## config.mk

```make
export PLATFORM = sky130hd
export DESIGN_NAME = cbi_ram
export DESIGN_NICKNAME = d
export VERILOG_FILES = /design/src/hdl/cbi_ram.sv
export SDC_FILE = /design/constraint.sdc
export NUM_CORES = 1
export LEC_CHECK = 0
export CAP_MARGIN = 20
export CORE_ASPECT_RATIO = 0.7
export CORE_UTILIZATION = 60
export CTS_BUF_LIST = sky130_fd_sc_hd__clkbuf_4 sky130_fd_sc_hd__clkbuf_8
export CTS_CLUSTER_SIZE = 28
export DETAILED_ROUTE_END_ITERATION = 8
export DONT_BUFFER_PORTS = 1
export PLACE_DENSITY = 0.85
export SLEW_MARGIN = 5
export SYNTH_ARGS = -nofsm -noshare
export SYNTH_HDL_FRONTEND = slang
export SYNTH_SLANG_ARGS = --single-unit
```

## constraint.sdc

```tcl
create_clock -name i_clk -period 4.65 [get_ports i_clk]
set_input_delay 0.93 -clock i_clk [delete_from_list [all_inputs] [get_ports i_clk]]
set_output_delay 0.93 -clock i_clk [all_outputs]
set_load 0.1 [all_outputs]
```

## src/hdl/cbi_ram.sv

```systemverilog
// cbi_ram: simple dual-port synchronous RAM, one write and one read port,
// read data registered. No dependencies.
`timescale 1ns / 1ps

module cbi_ram #(
    parameter int WIDTH = 8,
    parameter int DEPTH = 16,
    parameter int AW    = $clog2(DEPTH)
) (
    input  logic             i_clk,
    input  logic             i_we,
    input  logic [AW-1:0]    i_waddr,
    input  logic [WIDTH-1:0] i_wdata,
    input  logic             i_re,
    input  logic [AW-1:0]    i_raddr,
    output logic [WIDTH-1:0] o_rdata
);

    logic [WIDTH-1:0] r_mem [DEPTH];
    logic [WIDTH-1:0] r_rdata;

    // write port
    always_ff @(posedge i_clk) begin
        if (i_we) begin
            r_mem[i_waddr] <= i_wdata;
        end
    end

    // registered read port
    always_ff @(posedge i_clk) begin
        if (i_re) begin
            r_rdata <= r_mem[i_raddr];
        end
    end

    assign o_rdata = r_rdata;

endmodule

```

### Word-level counts from Yosys, hierarchy flattened

Memories as Yosys holds them, arrays and structs flattened. A register that Yosys moved wholly into a read port is not among the register bits.
Index checks and enable logic that the tools add are counted.

* memories: 1
* output and inout port bits: 8
* flip-flop bits (word level): 0
* logic and storage cells: 3
* bits in writable memories: 128
* input port bits: 19

* mux-type cells: 2

Memory list
* r_mem: words 16, bits a word 8, read ports 1, clocked after Yosys merged registers in 1, wr ports 1, line 19 `logic [WIDTH-1:0] r_mem [DEPTH];`

Operators by type and width (count)
* two-way mux 1 bit: 2

### Longest topological paths before layout

Gate-level depths: netlist of the first run.

* word-level depth: 2
* gate-level depth with buffers: 5
* gate-level depth less buffers: 3

### Least setup slack after synthesis of the first run

Ideal clock, no wire load.

* path kind: input-to-reg
* start: input port i_waddr[2]
* end: memory r_mem[0][0], enable pin
* setup time: 0.383 ns
* setup slack: 2.227 ns
* arrival: 2.040 ns
* required time: 4.267 ns
* buffers on the path: 0
* cell stages on the path: 2
* cells stage by stage: or3b_2 nor3_1

RTL lines
* from (decl): line 12 `input logic [AW-1:0] i_waddr,`
* to (decl): line 19

No word-level cell before the write port.

### Worst setup path after layout of the first run

* start: register r_rdata[4], in the netlist o_rdata[4] (read register of r_mem)
* end: output port o_rdata[4]

RTL lines
* from (decl): line 20 `logic [WIDTH-1:0] r_rdata;`
* to (decl): line 16 `output logic [WIDTH-1:0] o_rdata`

No word-level cell between the ends.

==> flow_metrics.tcl, run 1 <==
set metrics [dict create \
    outcome "finished clean" \
    clockBufferDepth 2 \
    reg2regPathDepth 3 \
    ir_drop_mv 0.264 \
    cts_resized 0 \
    cts_tree "done" \
    relSlewSlack_pct 35.7 \
    critPathCapture "o_rdata[4]" \
    ys_warn_count 0 \
    cts_setup_buffers 0 \
    clkTransAtPathRegs_ns 0.07 \
    numCtsBuffers 17 \
    syn_nets 248 \
    drcViolationCount 0 \
    cts-root-buf "clkbuf_8" \
    synth_area_per_cell_sq_um 22.8 \
    startpoint_type "register" \
    arrival_ns 1.39 \
    vias 2307 \
    worstHoldPathType "input port to register" \
    startpoint "o_rdata[4]" \
    antenna_cells 0 \
    reg2reg_from "r_mem[9][4]" \
    r2r_setup_slack_ns 3.03 \
    clock-sinks 136 \
    drive_gt1_share_pct 19.6 \
    yosys_register_bits 136 \
    synth_area_leader_cell "edfxtp_1" \
    cp_max_fo 1 \
    routed_wirelength_mm 9.08 \
    io_buffers 0 \
    design.core.area_sq_um 8440 \
    cp.depth 0 \
    drt_iter0_markers 135 \
    initial_core_util_pct 61.9 \
    drt_first_pass_iters 4 \
    crit_required_ns 3.72 \
    finalClockSkew_ns 0.00623 \
    drtAntennaViolNets 0 \
    cts.htree.levels 4 \
    powerDensity_nw_per_um2 415 \
    syn-instance-count 229 \
    io_pins 27 \
    fillCellCount 528 \
    seq_area_sq_um 4080 \
    wl_per_cell_microns 24.2 \
    worstMarginPinSlew_ns 0.961 \
    fin_crit_sh_pct 49.8 \
    areaGrowthSynthToFinish_pct 8.28 \
    end_kind "output port" \
    netlist_area_sq_um 5230 \
    overflow 0 \
    r2r_end "o_rdata[4]" \
    ys_types 18 \
    setup_viol 0 \
    final_area_sq_um 5660 \
    cts_hold_buf 0 \
    grt_pass1_wl_mm 13.6 \
    die-width_microns 114 \
    leakage_nw 1.80 \
    finalCriticalPeriod_ns 2.32 \
    grt_pass1_vias 2291 \
    timing.fmax_ghz 0.432 \
    placed_area_sq_um 5310 \
    maxSlewViolCount 0 \
    dp_hpwl_mm 5.68 \
    die_h_microns 80.1 \
    finalHoldViolCount 0 \
    place.gp.congestion 0.787 \
    rows 28 \
    layout.nets 261 \
    multiInputGateArea_sq_um 1060 \
    clkLatencyLatePin_ns 0.44 \
    synth_top_area_share_pct 78.1 \
    antenna_found_initial 0 \
    vias_per_cell 6.15 \
    synthTopCellsByArea "edfxtp_1 (78%), mux4_2 (7.8%), mux4_1 (7.0%), a22oi_1 (2.3%), nor2_1 (0.93%)" \
    tns_ns 0 \
    rsz0062_at_grt "no" \
    grt_usage_pct 23.1 \
    grt_max_degree 33 \
    die_area_sq_um 9100 \
    worstSetupPathType "register to output port" \
    synth_seq_area_share_pct 78.1 \
    maxCapViolCount 0 \
]
power by group:
group	switching (W)	internal (W)	total, W
sequential	0.0000505	0.00138	0.00143
clock	0.000417	0.000426	0.000843
combinational	0.0000337	0.0000390	0.0000727
total	0.000501	0.00185	0.00235
worst min path at each step:
stage / from / endpoint / slack (ns) / cells after the start
5_1_grt: i_wdata[4] / r_mem[5][4] / 0.55 / 0
3_5_place_dp: r_mem[12][2] / o_rdata[2] / 0.75 / 3
3_3_place_gp: r_mem[6][5] / o_rdata[5] / 0.74 / 3
6_report: i_wdata[4] / r_mem[7][4] / 0.58 / 0
2_1_floorplan: r_mem[7][0] / o_rdata[0] / 0.70 / 3
4_1_cts: i_wdata[6] / r_mem[2][6] / 0.55 / 0
flip-flops by register name, indices dropped and copies added, names as in the netlist:
name and cells:
r_mem 128, o_rdata 8
final cells by class:
class | count | share of cell area (%)
sequential | 136 | 72.1
multi-input combinational | 83 | 18.7
clock buffer | 20 | 4.53
tap | 120 | 2.65
clock inverter | 12 | 1.50
timing repair buffer | 4 | 0.486
logic make-up (layout without fill, tap and decap cells):
family	count (synthesis)	in the layout	synth area share, %
compound gates	16	16	2.30
simple gates	35	35	3.14
flops	136	136	78.1
mux	32	32	14.8
buf+inv	10	36	1.65
cells in the mapped netlist:
cell	n
a22oi_1	16
and2_1	1
and2b_1	1
buf_2	3
buf_4	1
buf_6	3
clkdlybuf4s25_2	3
edfxtp_1	136
mux4_1	14
mux4_2	18
nand2_1	9
nand2b_1	2
nand3_1	1
nand3b_1	2
nor2_1	13
nor2b_1	1
nor3_1	4
or3b_2	1
layout by cell type (no fill, tap or decap):
cell	n
a22oi_1	16
nand2_1	9
mux4_1	14
clkbuf_8	17
buf_4	3
nor2b_1	1
bufinv_16	1
nor2_1	13
clkinv_1	5
mux4_2	18
nand3_1	1
nand2b_1	2
or3b_2	1
and2_1	1
clkinv_4	1
clkinv_2	4
and2b_1	1
clkbuf_2	1
clkinvlp_4	1
edfxtp_1	136
nand3b_1	2
clkbuf_4	3
nor3_1	4
per-layer routing:
metal	vias up	share of wire, %	GRT usage (%)
li1	1003	-	-
met1	1176	44	32.8
met2	117	44	32.0
met3	11	11	8.15
met4	0	1.3	11.8
met5	-	0	0
stage by stage:
stage	util, %	hold slack, ns	total power (W)	worst slack, ns	instances
detailed placement	62.9	0.751	0.00153	1.93	342
CTS	67.0	0.545	0.00237	2.30	374
finish	67.0	0.578	0.00235	2.33	375
floorplan	-	0.705	0.00153	2.23	229
global placement	62.8	0.738	0.00153	2.00	341
global route	67.0	0.547	0.00242	2.29	375
(Power assumes the default switching activity.)
==> run 2, diff against run 1 <==
- ABC_AREA: not set -> 1
- CORE_UTILIZATION: 60 -> 59
- PLACE_DENSITY: 0.85 -> 0.87
- clock period: 4.65 -> 1.9 ns (I/O delays scaled with it)
==> flow_metrics.tcl, run 2 <==
set metrics [dict create \
    p_sw_w 0.00133 \
    drt_iter0_markers 592 \
    place.gp.congestion 0.880 \
    seqPwrFrac_pct 54.1 \
    design.core.area_sq_um 9330 \
    relSlewSlack_pct 57.5 \
    rsz0062_at_grt "no" \
    setup_viol 0 \
    io_buffers 0 \
    cts_setup_buffers 0 \
    fin_crit_sh_pct 81.4 \
    clock-sinks 136 \
    grt_usage_pct 27.3 \
    synth_top_area_share_pct 69.8 \
    cp_max_fo 1 \
    powerDensity_nw_per_um2 970 \
    largest_register_ffs 128 \
    drt_first_pass_iters 9 \
    postLayoutSetupSlackWorst_ns 0.354 \
    use_met1_pct 39.4 \
    numCtsBuffers 17 \
    finalClockSkew_ns 0.00984 \
    syn_nets 570 \
    cp_slowest_cell "edfxtp_1" \
    maxCapViolCount 0 \
    finalHoldViolCount 0 \
    combPwrFrac_pct 6.4 \
    grt_pass1_vias 3743 \
    cts_tree "done" \
    ys_types 11 \
    tns_ns 0 \
    synthTopCellsByArea "edfxtp_1 (70%), nand2_1 (11%), nand3_1 (8.3%), inv_1 (6.4%), buf_6 (1.2%)" \
    reg2regPathDepth 6 \
    leakage_nw 2.80 \
    utilization_pct 69.5 \
    syn-instance-count 551 \
    multiInputGateArea_sq_um 1210 \
    vias 4047 \
    reg2reg_from "r_mem[1][2]" \
    final_cell_mix "nand2_1 (173), edfxtp_1 (136), inv_1 (100)" \
    ys_warn_count 0 \
    startpoint_type "register" \
    clkLatencyLatePin_ns 0.44 \
    overflow 0 \
    slowest_delay_ns 0.41 \
    r2r_end "o_rdata[2]" \
    maxSlewViolCount 0 \
    regMostFlops "r_mem" \
    timing.fmax_ghz 0.647 \
    layout.nets 592 \
    routed_wirelength_mm 13.2 \
    internal_power_w 0.00496 \
    ir_drop_mv 0.623 \
    synth_edf_count 136 \
    seq_area_sq_um 4080 \
    swShare_pct 21.1 \
    final_area_sq_um 6480 \
    cts-root-buf "clkbuf_8" \
    grt_max_degree 66 \
    yosys_register_bits 136 \
    cts.htree.levels 4 \
    async_flop_share_pct 0 \
    drcViolationCount 3 \
    violations "design-rule violations" \
    layout.cells.non_filler 710 \
    crit_buf_inv 1 \
    antenna_found_initial 0 \
    grt_pass1_wl_mm 19.9 \
    min_to "r_mem[14][5]" \
    worstMarginPinSlew_ns 0.636 \
    die-width_microns 121 \
    outcome "finished with violations" \
    cp_cell_sequence "buf_4" \
    placed_area_sq_um 6060 \
    final_common_cell "nand2_1" \
    end_kind "output port" \
    cts_resized 0 \
    dp_hpwl_mm 8.32 \
    vias_per_cell 5.70 \
    arrival_ns 1.17 \
    crit_required_ns 1.52 \
    synth_area_leader_cell "edfxtp_1" \
    drive_gt1_share_pct 10.2 \
    finalCriticalPeriod_ns 1.55 \
    antenna_cells 0 \
    yosysMostFrequentCell "nand2_1" \
    use_met2_pct 39.4 \
    netlist_area_sq_um 5850 \
    pre_cts_slack_ns 0.243 \
    rows 29 \
    areaGrowthSynthToFinish_pct 10.8 \
    r2r_setup_slack_ns 0.70 \
    placed_cells 678 \
    synth_area_per_cell_sq_um 10.6 \
    synthFlopType "edfxtp_1" \
    io_pins 27 \
    cts_hold_buf 0 \
    startpoint "o_rdata[5]" \
    worstHoldStart "i_wdata[5]" \
    clockBufferDepth 2 \
    p_clk_share_pct 39.5 \
    synth_common_cells "nand2_1 (173), edfxtp_1 (136), inv_1 (100)" \
    die_area_sq_um 10300 \
    grt_busiest_layer "met1" \
    synth_seq_area_share_pct 69.8 \
    drtAntennaViolNets 0 \
    use_met3_pct 8.06 \
    die_h_microns 85.3 \
    initial_core_util_pct 62.7 \
    critical-path-top-delay-family "flip-flops" \
    hold_depth 0 \
    fillCellCount 610 \
    worstSetupPathType "register to output port" \
    clkTransAtPathRegs_ns 0.07 \
    wl_per_cell_microns 18.6 \
    worstHoldPathType "input port to register" \
]
-- run 2: cell types whose count changed in the layout (fill, tap and decap cells not counted), moves of 4 or more --
cell      delta
mux4_1      -14
nand2_1    +164
mux4_2      -18
clkinv_1     -4
nand3_1     +96
a22oi_1     -16
nor3_1       -4
inv_1      +100
nor2_1       +4
buf_4       +22
-- run 2: area by class of cell --
class	count	area share (%)
multi-input combinational	289	18.7
clock buffer	21	4.07
inverter	102	5.91
sequential	136	63.0
clock inverter	11	2.37
tap	124	2.39
timing repair buffer	27	3.51
-- run 2: cells by family after synthesis --
kind of cell,after synthesis,share of synthesized area [%]
AND/OR/NAND/NOR,289,20.8
buffers and inverters,126,9.39
flip-flops,136,69.8
-- run 2: power by group through the flow --
| stage | clock network [W] | logic [W] | registers (W) |
|---|---|---|---|
| finish | 0.00248 | 0.000402 | 0.00340 |
| global route | 0.00263 | 0.000431 | 0.00340 |
| CTS | 0.00249 | 0.000397 | 0.00340 |
| detailed placement | 0 | 0.000392 | 0.00347 |
| global placement | 0 | 0.000381 | 0.00346 |
| floorplan | 0 | 0.000237 | 0.00356 |
-- run 2: through the flow --
stage          total power [W]  hold slack (ns)
2_1_floorplan          0.00380            0.479
3_3_place_gp           0.00384            0.480
3_5_place_dp           0.00386            0.480
4_1_cts                0.00629           0.0202
5_1_grt                0.00646          0.00795
6_report               0.00629           0.0307
-- run 2: worst max path at each step --
stage / cells after the start / end
detailed placement: 7 / o_rdata[2]
finish: 1 / o_rdata[5]
global placement: 7 / o_rdata[3]
CTS: 1 / o_rdata[4]
global route: 1 / o_rdata[4]
floorplan: 2 / r_mem[10][0]
-- run 2: routing by layer --
| metal | wire (microns) | vias up |
|---|---|---|
| met5 | 0 | - |
| met4 | 263 | 0 |
| met3 | 1880 | 27 |
| met2 | 5830 | 297 |
| met1 | 5230 | 1904 |
| li1 | - | 1819 |
