===== config.mk =====
export PLATFORM = sky130hd
export DESIGN_NAME = cbi_scan
export DESIGN_NICKNAME = d
export VERILOG_FILES = /design/src/hdl/cbi_pkg.sv /design/src/hdl/cbi_scan.sv
export SDC_FILE = /design/constraint.sdc
export NUM_CORES = 1
export LEC_CHECK = 0
export BUFFER_PORTS_ARGS = -buffer_cell sky130_fd_sc_hd__buf_2
export CAP_MARGIN = 25
export CORE_AREA = 5 5 69 56
export DETAILED_ROUTE_END_ITERATION = 10
export DIE_AREA = 0 0 74 61
export SETUP_SLACK_MARGIN = 0.4
export SLEW_MARGIN = 5
export SYNTH_ARGS = -nofsm -noshare
export SYNTH_HDL_FRONTEND = slang
export SYNTH_SLANG_ARGS = --single-unit

===== constraint.sdc =====
create_clock -name i_clk -period 4.7 [get_ports i_clk]
set_input_delay 0.235 -clock i_clk [delete_from_list [all_inputs] [get_ports i_clk]]
set_output_delay 0.235 -clock i_clk [all_outputs]
set_load 0.005 [all_outputs]

===== src/hdl/cbi_pkg.sv =====
// cbi_pkg: shared sizes, codes, memory entry layouts and control structs
// for the code-block invalidation tracker.
// No dependencies; cbi_scan, cbi_check and the top refer to it by scoped names, the testbench imports it.
`timescale 1ns / 1ps

package cbi_pkg;

    // table sizes
    localparam int SLOTS   = 1024;
    localparam int CHUNKS  = 512;
    localparam int MAX_OPS = 64;

    // fixed field widths of the item and result ports
    localparam int ACTION_W = 3;
    localparam int CIDX_W   = 9;
    localparam int DATA_W   = 64;
    localparam int SLOTIN_W = 10;
    localparam int STAT_W   = 2;
    localparam int LEN_W    = 7;
    localparam int DCNT_W   = 10;
    localparam int INV_W    = 11;
    localparam int FCNT_W   = 32;

    // derived widths
    localparam int SLOT_W  = $clog2(SLOTS);
    localparam int CHUNK_W = $clog2(CHUNKS);
    localparam int DT_W    = $clog2(CHUNKS + 1);
    localparam int DIST_W  = $clog2(MAX_OPS + 1);
    // the sweep walks every word that has a slot or a chunk behind it
    localparam int SWEEP_N = (SLOTS > 2 * CHUNKS) ? SLOTS : 2 * CHUNKS;
    localparam int CNT_W   = $clog2(SWEEP_N);

    // range limits for 32-bit compares
    localparam logic [31:0] SLOTS_L  = 32'(SLOTS);
    localparam logic [31:0] CHUNKS_L = 32'(CHUNKS);

    // action codes
    typedef enum logic [ACTION_W-1:0] {
        ACT_LOAD   = 3'd0,
        ACT_RECORD = 3'd1,
        ACT_SYNC   = 3'd2,
        ACT_CLEAR  = 3'd3,
        ACT_READ   = 3'd4
    } t_action;

    // slot status codes
    localparam logic [STAT_W-1:0] ST_UNKNOWN  = 2'd0;
    localparam logic [STAT_W-1:0] ST_NOCOMP   = 2'd1;
    localparam logic [STAT_W-1:0] ST_COMPILED = 2'd2;

    // slot table entry
    typedef struct packed {
        logic [STAT_W-1:0] status;
        logic [LEN_W-1:0]  len;
    } t_slot_ent;

    // shadow chunk entry, dirty flag kept next to the data
    typedef struct packed {
        logic              dirty;
        logic [DATA_W-1:0] data;
    } t_chunk_ent;

    // control from the sequencer to the sweep datapath
    typedef struct packed {
        logic start;     // new sweep: reset distance and kill count
        logic vld;       // a word's read data is present this cycle
        logic in_slots;  // the word has a slot
        logic dirty;     // the word's chunk is dirty
    } t_scan_ctl;

endpackage


===== src/hdl/cbi_scan.sv =====
// cbi_scan: sweep datapath. Walks words from the top down, tracks the
// distance to the nearest dirty word at or above, and decides slot kills.
// Depends on cbi_pkg.
`timescale 1ns / 1ps

module cbi_scan (
    input  logic                  i_clk,
    input  logic                  i_rst_n,
    input  cbi_pkg::t_scan_ctl    i_ctl,
    input  cbi_pkg::t_slot_ent    i_ent,
    output logic                  o_kill,
    output logic [cbi_pkg::INV_W-1:0] o_kills
);

    localparam logic [cbi_pkg::DIST_W-1:0] DIST_MAX = cbi_pkg::DIST_W'(cbi_pkg::MAX_OPS);

    logic [cbi_pkg::DIST_W-1:0] r_dist;
    logic [cbi_pkg::INV_W-1:0]  r_kills;
    logic [cbi_pkg::DIST_W-1:0] n_dist;
    logic [cbi_pkg::DIST_W-1:0] cov_len;

    // distance to nearest dirty word, saturating at MAX_OPS (none in reach)
    always_comb begin
        if (i_ctl.dirty && i_ctl.in_slots) begin
            n_dist = '0;
        end else if (r_dist == DIST_MAX) begin
            n_dist = r_dist;
        end else begin
            n_dist = r_dist + cbi_pkg::DIST_W'(1);
        end
    end

    // coverage: stored length when compiled, MAX_OPS otherwise
    assign cov_len = (i_ent.status == cbi_pkg::ST_COMPILED) ?
                     cbi_pkg::DIST_W'(i_ent.len) : DIST_MAX;
    assign o_kill  = i_ctl.vld && i_ctl.in_slots &&
                     (i_ent.status != cbi_pkg::ST_UNKNOWN) && (n_dist < cov_len);

    always_ff @(posedge i_clk) begin
        if (!i_rst_n) begin
            r_dist  <= DIST_MAX;
            r_kills <= '0;
        end else if (i_ctl.start) begin
            r_dist  <= DIST_MAX;
            r_kills <= '0;
        end else if (i_ctl.vld) begin
            r_dist  <= n_dist;
            r_kills <= r_kills + cbi_pkg::INV_W'(o_kill);
        end
    end

    assign o_kills = r_kills;

endmodule


Yosys cells after proc, flatten, opt, wreduce, memory -nomap -nowiden
Cells that the tools add are included.
W data, S select, Z words.
{ "totals": {"register_bits": 18, "latch_bits": 0, "ramBits": 0, "rom_bits": 0, "input_bits": 15, "out_inout_bits": 12, "word_cells": 17, "mem_count": 0} }
{ "op_classes": {"add_sub_neg": 2, "mul": 0, "div": 0, "magnitude_cmp": 1, "eq_ne": 2, "shift": 0, "muxes": 3, "n_bitwise": 1, "reduce_logical": 6} }
{ "ops": {"columns": ["cell", "n"], "rows": [
  ["$mux W7", 3],
  ["$add A11 B1 Y11", 1],
  ["$add A7 B1 Y7 const B", 1],
  ["$eq A7 B7 Y1 const B", 1],
  ["$lt A7 B7 Y1", 1],
  ["$logic_and A1 B1 Y1", 4],
  ["$eq A2 B2 Y1 const B", 1],
  ["$reduce_bool A2 Y1", 1],
  ["$reduce_or A2 Y1", 1],
  ["$not A1 Y1", 1]
]} }

Depth between registers and ports, before layout
{ "logic_depth": {"word_depth": 6, "depth_mapped": 16, "ltp_nobuf": 16} }

Worst setup path before layout
No wires, ideal clock.
{ "synth_path": {"kind": "register to register", "start": "register r_dist[0] in the netlist's numbering", "end": "register r_kills (netlist bit o_kills[6])", "setup_time_ns": 0.070, "arrival_time_ns": 3.165, "required_time_ns": 4.630, "slack_ns": 1.465, "path_stages_with_launch": 14, "path_buffers": 0, "period_less_slack_ns": 3.235, "path_cell_list": "dfxtp_1 > ha_1 > nand3_2 > or3_1 > a21oi_2 > ha_1 > a21oi_1 > o2111ai_1 > o21ai_0 > ha_1 > ha_1 > nand4_1 > or3_1 > a21oi_1"} }
{ "synth_between": {"elab_chain_len": 6, "elab_cells_between_ends": 7, "cone_classes": "2 x add/sub; 1 x order compare; 1 x eq/ne; 2 x mux; 1 x reduce/logical"} }
{ "synth_rtl": {"columns": ["element", "line", "rtl"], "rows": [
  ["start, declared", "cbi_scan.sv:17", "logic [cbi_pkg::DIST_W-1:0] r_dist;"],
  ["start signal, assigned", "cbi_scan.sv:47", "r_dist <= n_dist;"],
  ["$add A7 B1 Y7 or $eq A7 B7 Y1 (tied branches)", "cbi_scan.sv:29, cbi_scan.sv:26", null],
  ["$mux W7 *", "cbi_scan.sv:26", "end else if (r_dist == DIST_MAX) begin"],
  ["$mux W7 *", "cbi_scan.sv:24", "if (i_ctl.dirty && i_ctl.in_slots) begin"],
  ["net n_dist (one bit)", "cbi_scan.sv:19", "logic [cbi_pkg::DIST_W-1:0] n_dist;"],
  ["$lt A7 B7 Y1 *", "cbi_scan.sv:37", "(i_ent.status != cbi_pkg::ST_UNKNOWN) && (n_dist < cov_len);"],
  ["$logic_and A1 B1 Y1 *", "cbi_scan.sv:37", null],
  ["net o_kill", "cbi_scan.sv:11", "output logic o_kill,"],
  ["$add A11 B1 Y11 *", "cbi_scan.sv:48", "r_kills <= r_kills + cbi_pkg::INV_W'(o_kill);"],
  ["end signal, assigned", "cbi_scan.sv:48", null],
  ["end, declared", "cbi_scan.sv:18", "logic [cbi_pkg::INV_W-1:0] r_kills;"]
]} }
The timed path passes the listed nets; every way through them passes the cells marked *.
A chain may end at the register's enable or synchronous reset.

Worst setup path in the final report
{ "layout_path": {"start": "register r_dist[0] in the netlist's numbering", "end": "register r_kills (netlist bit o_kills[6])"} }
{ "layout_between": {"elab_chain_len": 6, "elab_cells_between_ends": 7, "cone_classes": "2 x add/sub; 1 x order compare; 1 x eq/ne; 2 x mux; 1 x reduce/logical"} }
{ "layout_rtl": {"columns": ["element", "line"], "rows": [
  ["$add A7 B1 Y7 or $eq A7 B7 Y1 (tied branches)", "cbi_scan.sv:29, cbi_scan.sv:26"],
  ["$mux W7 *", "cbi_scan.sv:26"],
  ["$mux W7 *", "cbi_scan.sv:24"],
  ["net n_dist (one bit)", "cbi_scan.sv:19"],
  ["$lt A7 B7 Y1 *", "cbi_scan.sv:37"],
  ["$logic_and A1 B1 Y1 *", "cbi_scan.sv:37"],
  ["$add A11 B1 Y11 *", "cbi_scan.sv:48"]
]} }
Marks and branches as above.

==> run metrics <==
largest net degree at the start of global routing=22; CTS tree=yes; RR Startpoint=r_dist[0]; DIE AREA=0.00451 mm2; GRT Total Usage=12.8%; synth-to-layout area growth=18.5%; CTS max path bufs=2; Hold Buf Count CTS=0; share of cells above drive strength 1=21.3%; count of input and output buffers=26; final core utilization=44.7%; Post-CTS Setup Repair Bufs=0; syn_nets=168; FF-to-FF End=o_kills[6]; Ports=27; Hold EP=r_dist[1]; Max-cap violations=0; post-synthesis simple-gate area fraction=33.2%; Final Cycle Share=76.6%; Final Critical Period=3.60 ns; Critical Path Start=r_dist[0]; Clock Skews=0.00173 ns; grt total ovfl=0; Max H-tree Level=1; post-synthesis mux area share=1.69%; fillers=332; Initial Util=37.7%; Reg clk slew, reported paths=0.07 ns; nets=195; Mapped Area=0.00118 mm2; Worst Hold Class=in2reg; largest family of logic cells by synthesized area=simple AND/OR/NAND/NOR gates; PD cells=223 mW/mm2; die height=61 um; Post-DP Area=0.00135 mm2; RSZ-0062 raised after global routing=false; synth unique cells=35; vias per cell=5.23; first-pass GRT wire length=4550 um; xor and xnor fraction of the mapped netlist area=8.90%; Final ANT Viol Nets=0; Peak Freq=278 MHz; CTS sink count=18; drt drc=0; Slew HR=50.1%; Worst Hold Depth=3; core area=0.00313 mm2; CTS root buf=clkbuf_8; Post-DP HPWL=1990 um; status=complete, no violations; sequential share of the synthesized area=30.5%; hold_sp=i_ctl[2]; Final WS setup=1.10 ns; Least-Margin Pin Slew=0.749 ns; Fin. Hold Viols=0; Cells after DPL=205; CTS buffer count=3; Post-Synth Adder-Cell Area=10.6%; R2R setup slack=1.10 ns; total iterations of the first detailed-routing run=4; Clock Latency Late Sink=0.25 ns; Yosys reg bits=18; initial antenna violation count=0; synthesized area per cell=8.26 um2; DR vias=1094; final instance area=0.00140 mm2; Slew Viols, Final=0; Die Wd=74 um; Peak VDD IR=0.000188 V; drt initial violations=35; worst path required time=4.87 ns; pre-CTS setup slack=1.15 ns; LEAKAGE=0.575 nW; Std-Cell Rows=18; CP endpoint kind=register; CTS resizes=0; CP arrival=3.77 ns; fin cells=209; routed wire length=2620 um; post-route setup TNS=0 ns; vias in the first global route=1061; # setup viols final=0; Syn. warnings=0; compound-gate portion of the synthesized area=12.8%; Mapped Cells=143; depth of the most critical reg-to-reg path=13; DR WL/cell=12.5 um; Worst Setup Path Type=reg2reg; CP Launch Type=register; GP Congestion=0.828; Antenna Cells=0; CP max FO=7
placed cells by master, fill, tap and decap left out, types with 3 or more instances in the layout:
cell and instances:
a21oi_1 8, and3_1 3, buf_2 26, clkbuf_8 4
dfxtp_1 18, ha_1 10, inv_1 3, nand2_1 18
nand4_1 8, nor2_1 18, nor2b_1 5, o21ai_0 4
xnor2_1 5, xor2_1 7
layout make-up:
class / count / area [um2] / area share, %
clock buffer: 4 / 55.1 / 3.93
inverter: 3 / 11.3 / 0.804
multi-input combinational: 118 / 793 / 56.7
sequential: 18 / 360 / 25.7
tap: 40 / 50.0 / 3.57
timing repair buffer: 26 / 130 / 9.29
worst max-delay path, stage by stage (launching register included):
cell and delay (ns):
dfxtp_1 0.44, ha_1 0.28, nand3_2 0.14, or3_1 0.39, a21oi_2 0.16, ha_1 0.27, a21oi_1 0.19, o2111ai_1 0.13
o21ai_0 0.31, ha_1 0.25, ha_1 0.18, nand4_1 0.20, or3_1 0.41, a21oi_1 0.16
Yosys cell counts:
cell / count / share of area (%)
buf_2: 1 / 0.42
o21ai_0: 4 / 1.7
nand2_1: 18 / 5.7
or2b_1: 1 / 0.64
nand3_1: 2 / 0.85
or3_1: 2 / 1.1
a31oi_1: 2 / 1.1
a211o_1: 2 / 1.5
nand3b_1: 1 / 0.64
inv_1: 3 / 0.95
buf_1: 1 / 0.32
nor2b_1: 5 / 2.6
or4b_1: 1 / 0.85
xnor2_1: 5 / 3.7
clkbuf_1: 2 / 0.64
a311oi_1: 1 / 0.74
a41oi_1: 1 / 0.74
nand3_2: 1 / 0.85
ha_1: 10 / 11
nor4b_4: 1 / 2.0
and3_1: 3 / 1.6
a21oi_2: 2 / 1.5
a21oi_1: 8 / 3.4
xor2_1: 7 / 5.2
dfxtp_1: 18 / 31
o2111ai_1: 2 / 1.5
nand2b_1: 2 / 1.1
and3_4: 2 / 1.9
o311ai_1: 1 / 0.74
nand4b_1: 2 / 1.5
mux2i_1: 2 / 1.7
nor2_1: 18 / 5.7
nor3_1: 2 / 0.85
and2_1: 2 / 1.1
nand4_1: 8 / 4.2
sequential cells by signal (all words and copies together) (netlist names):
name,count
o_kills,11
r_dist,7
logic make-up (layout without fill, tap and decap cells):
group,count (synthesis),after routing
AO/OA/AOI/OAI,23,23
XOR/XNOR,12,12
adder cells (fa/ha/maj),10,10
buffers and inverters,7,33
flip-flops,18,18
multiplexers,2,2
AND/OR/NAND/NOR,71,71
layer usage:
layer	up-vias	global-route usage [%]	routed length, um
met1	509	15.7	1300
met2	17	22.9	1200
met3	0	4.14	115
met4	0	1.55	0
met5	-	0	0
li1	568	-	-
through the flow:
stage / total power [mW] / hold slack, ns
6_report: 0.312 / 0.406
5_1_grt: 0.331 / 0.421
4_1_cts: 0.317 / 0.401
3_5_place_dp: 0.189 / 0.516
3_3_place_gp: 0.188 / 0.505
2_1_floorplan: 0.178 / 0.480
how the worst max path moves through the flow:
stage,slack (ns),endpoint
floorplan,1.46,o_kills[6]
global placement,1.28,o_kills[10]
detailed placement,1.15,o_kills[6]
CTS,1.12,o_kills[6]
global route,0.78,o_kills[6]
finish,1.10,o_kills[6]
where the power goes:
group | internal [mW] | switching, mW
combinational | 0.0133 | 0.0182
sequential | 0.153 | 0.000682
clock | 0.0744 | 0.0525
Note: power is estimated with default switching activity, not from simulation.
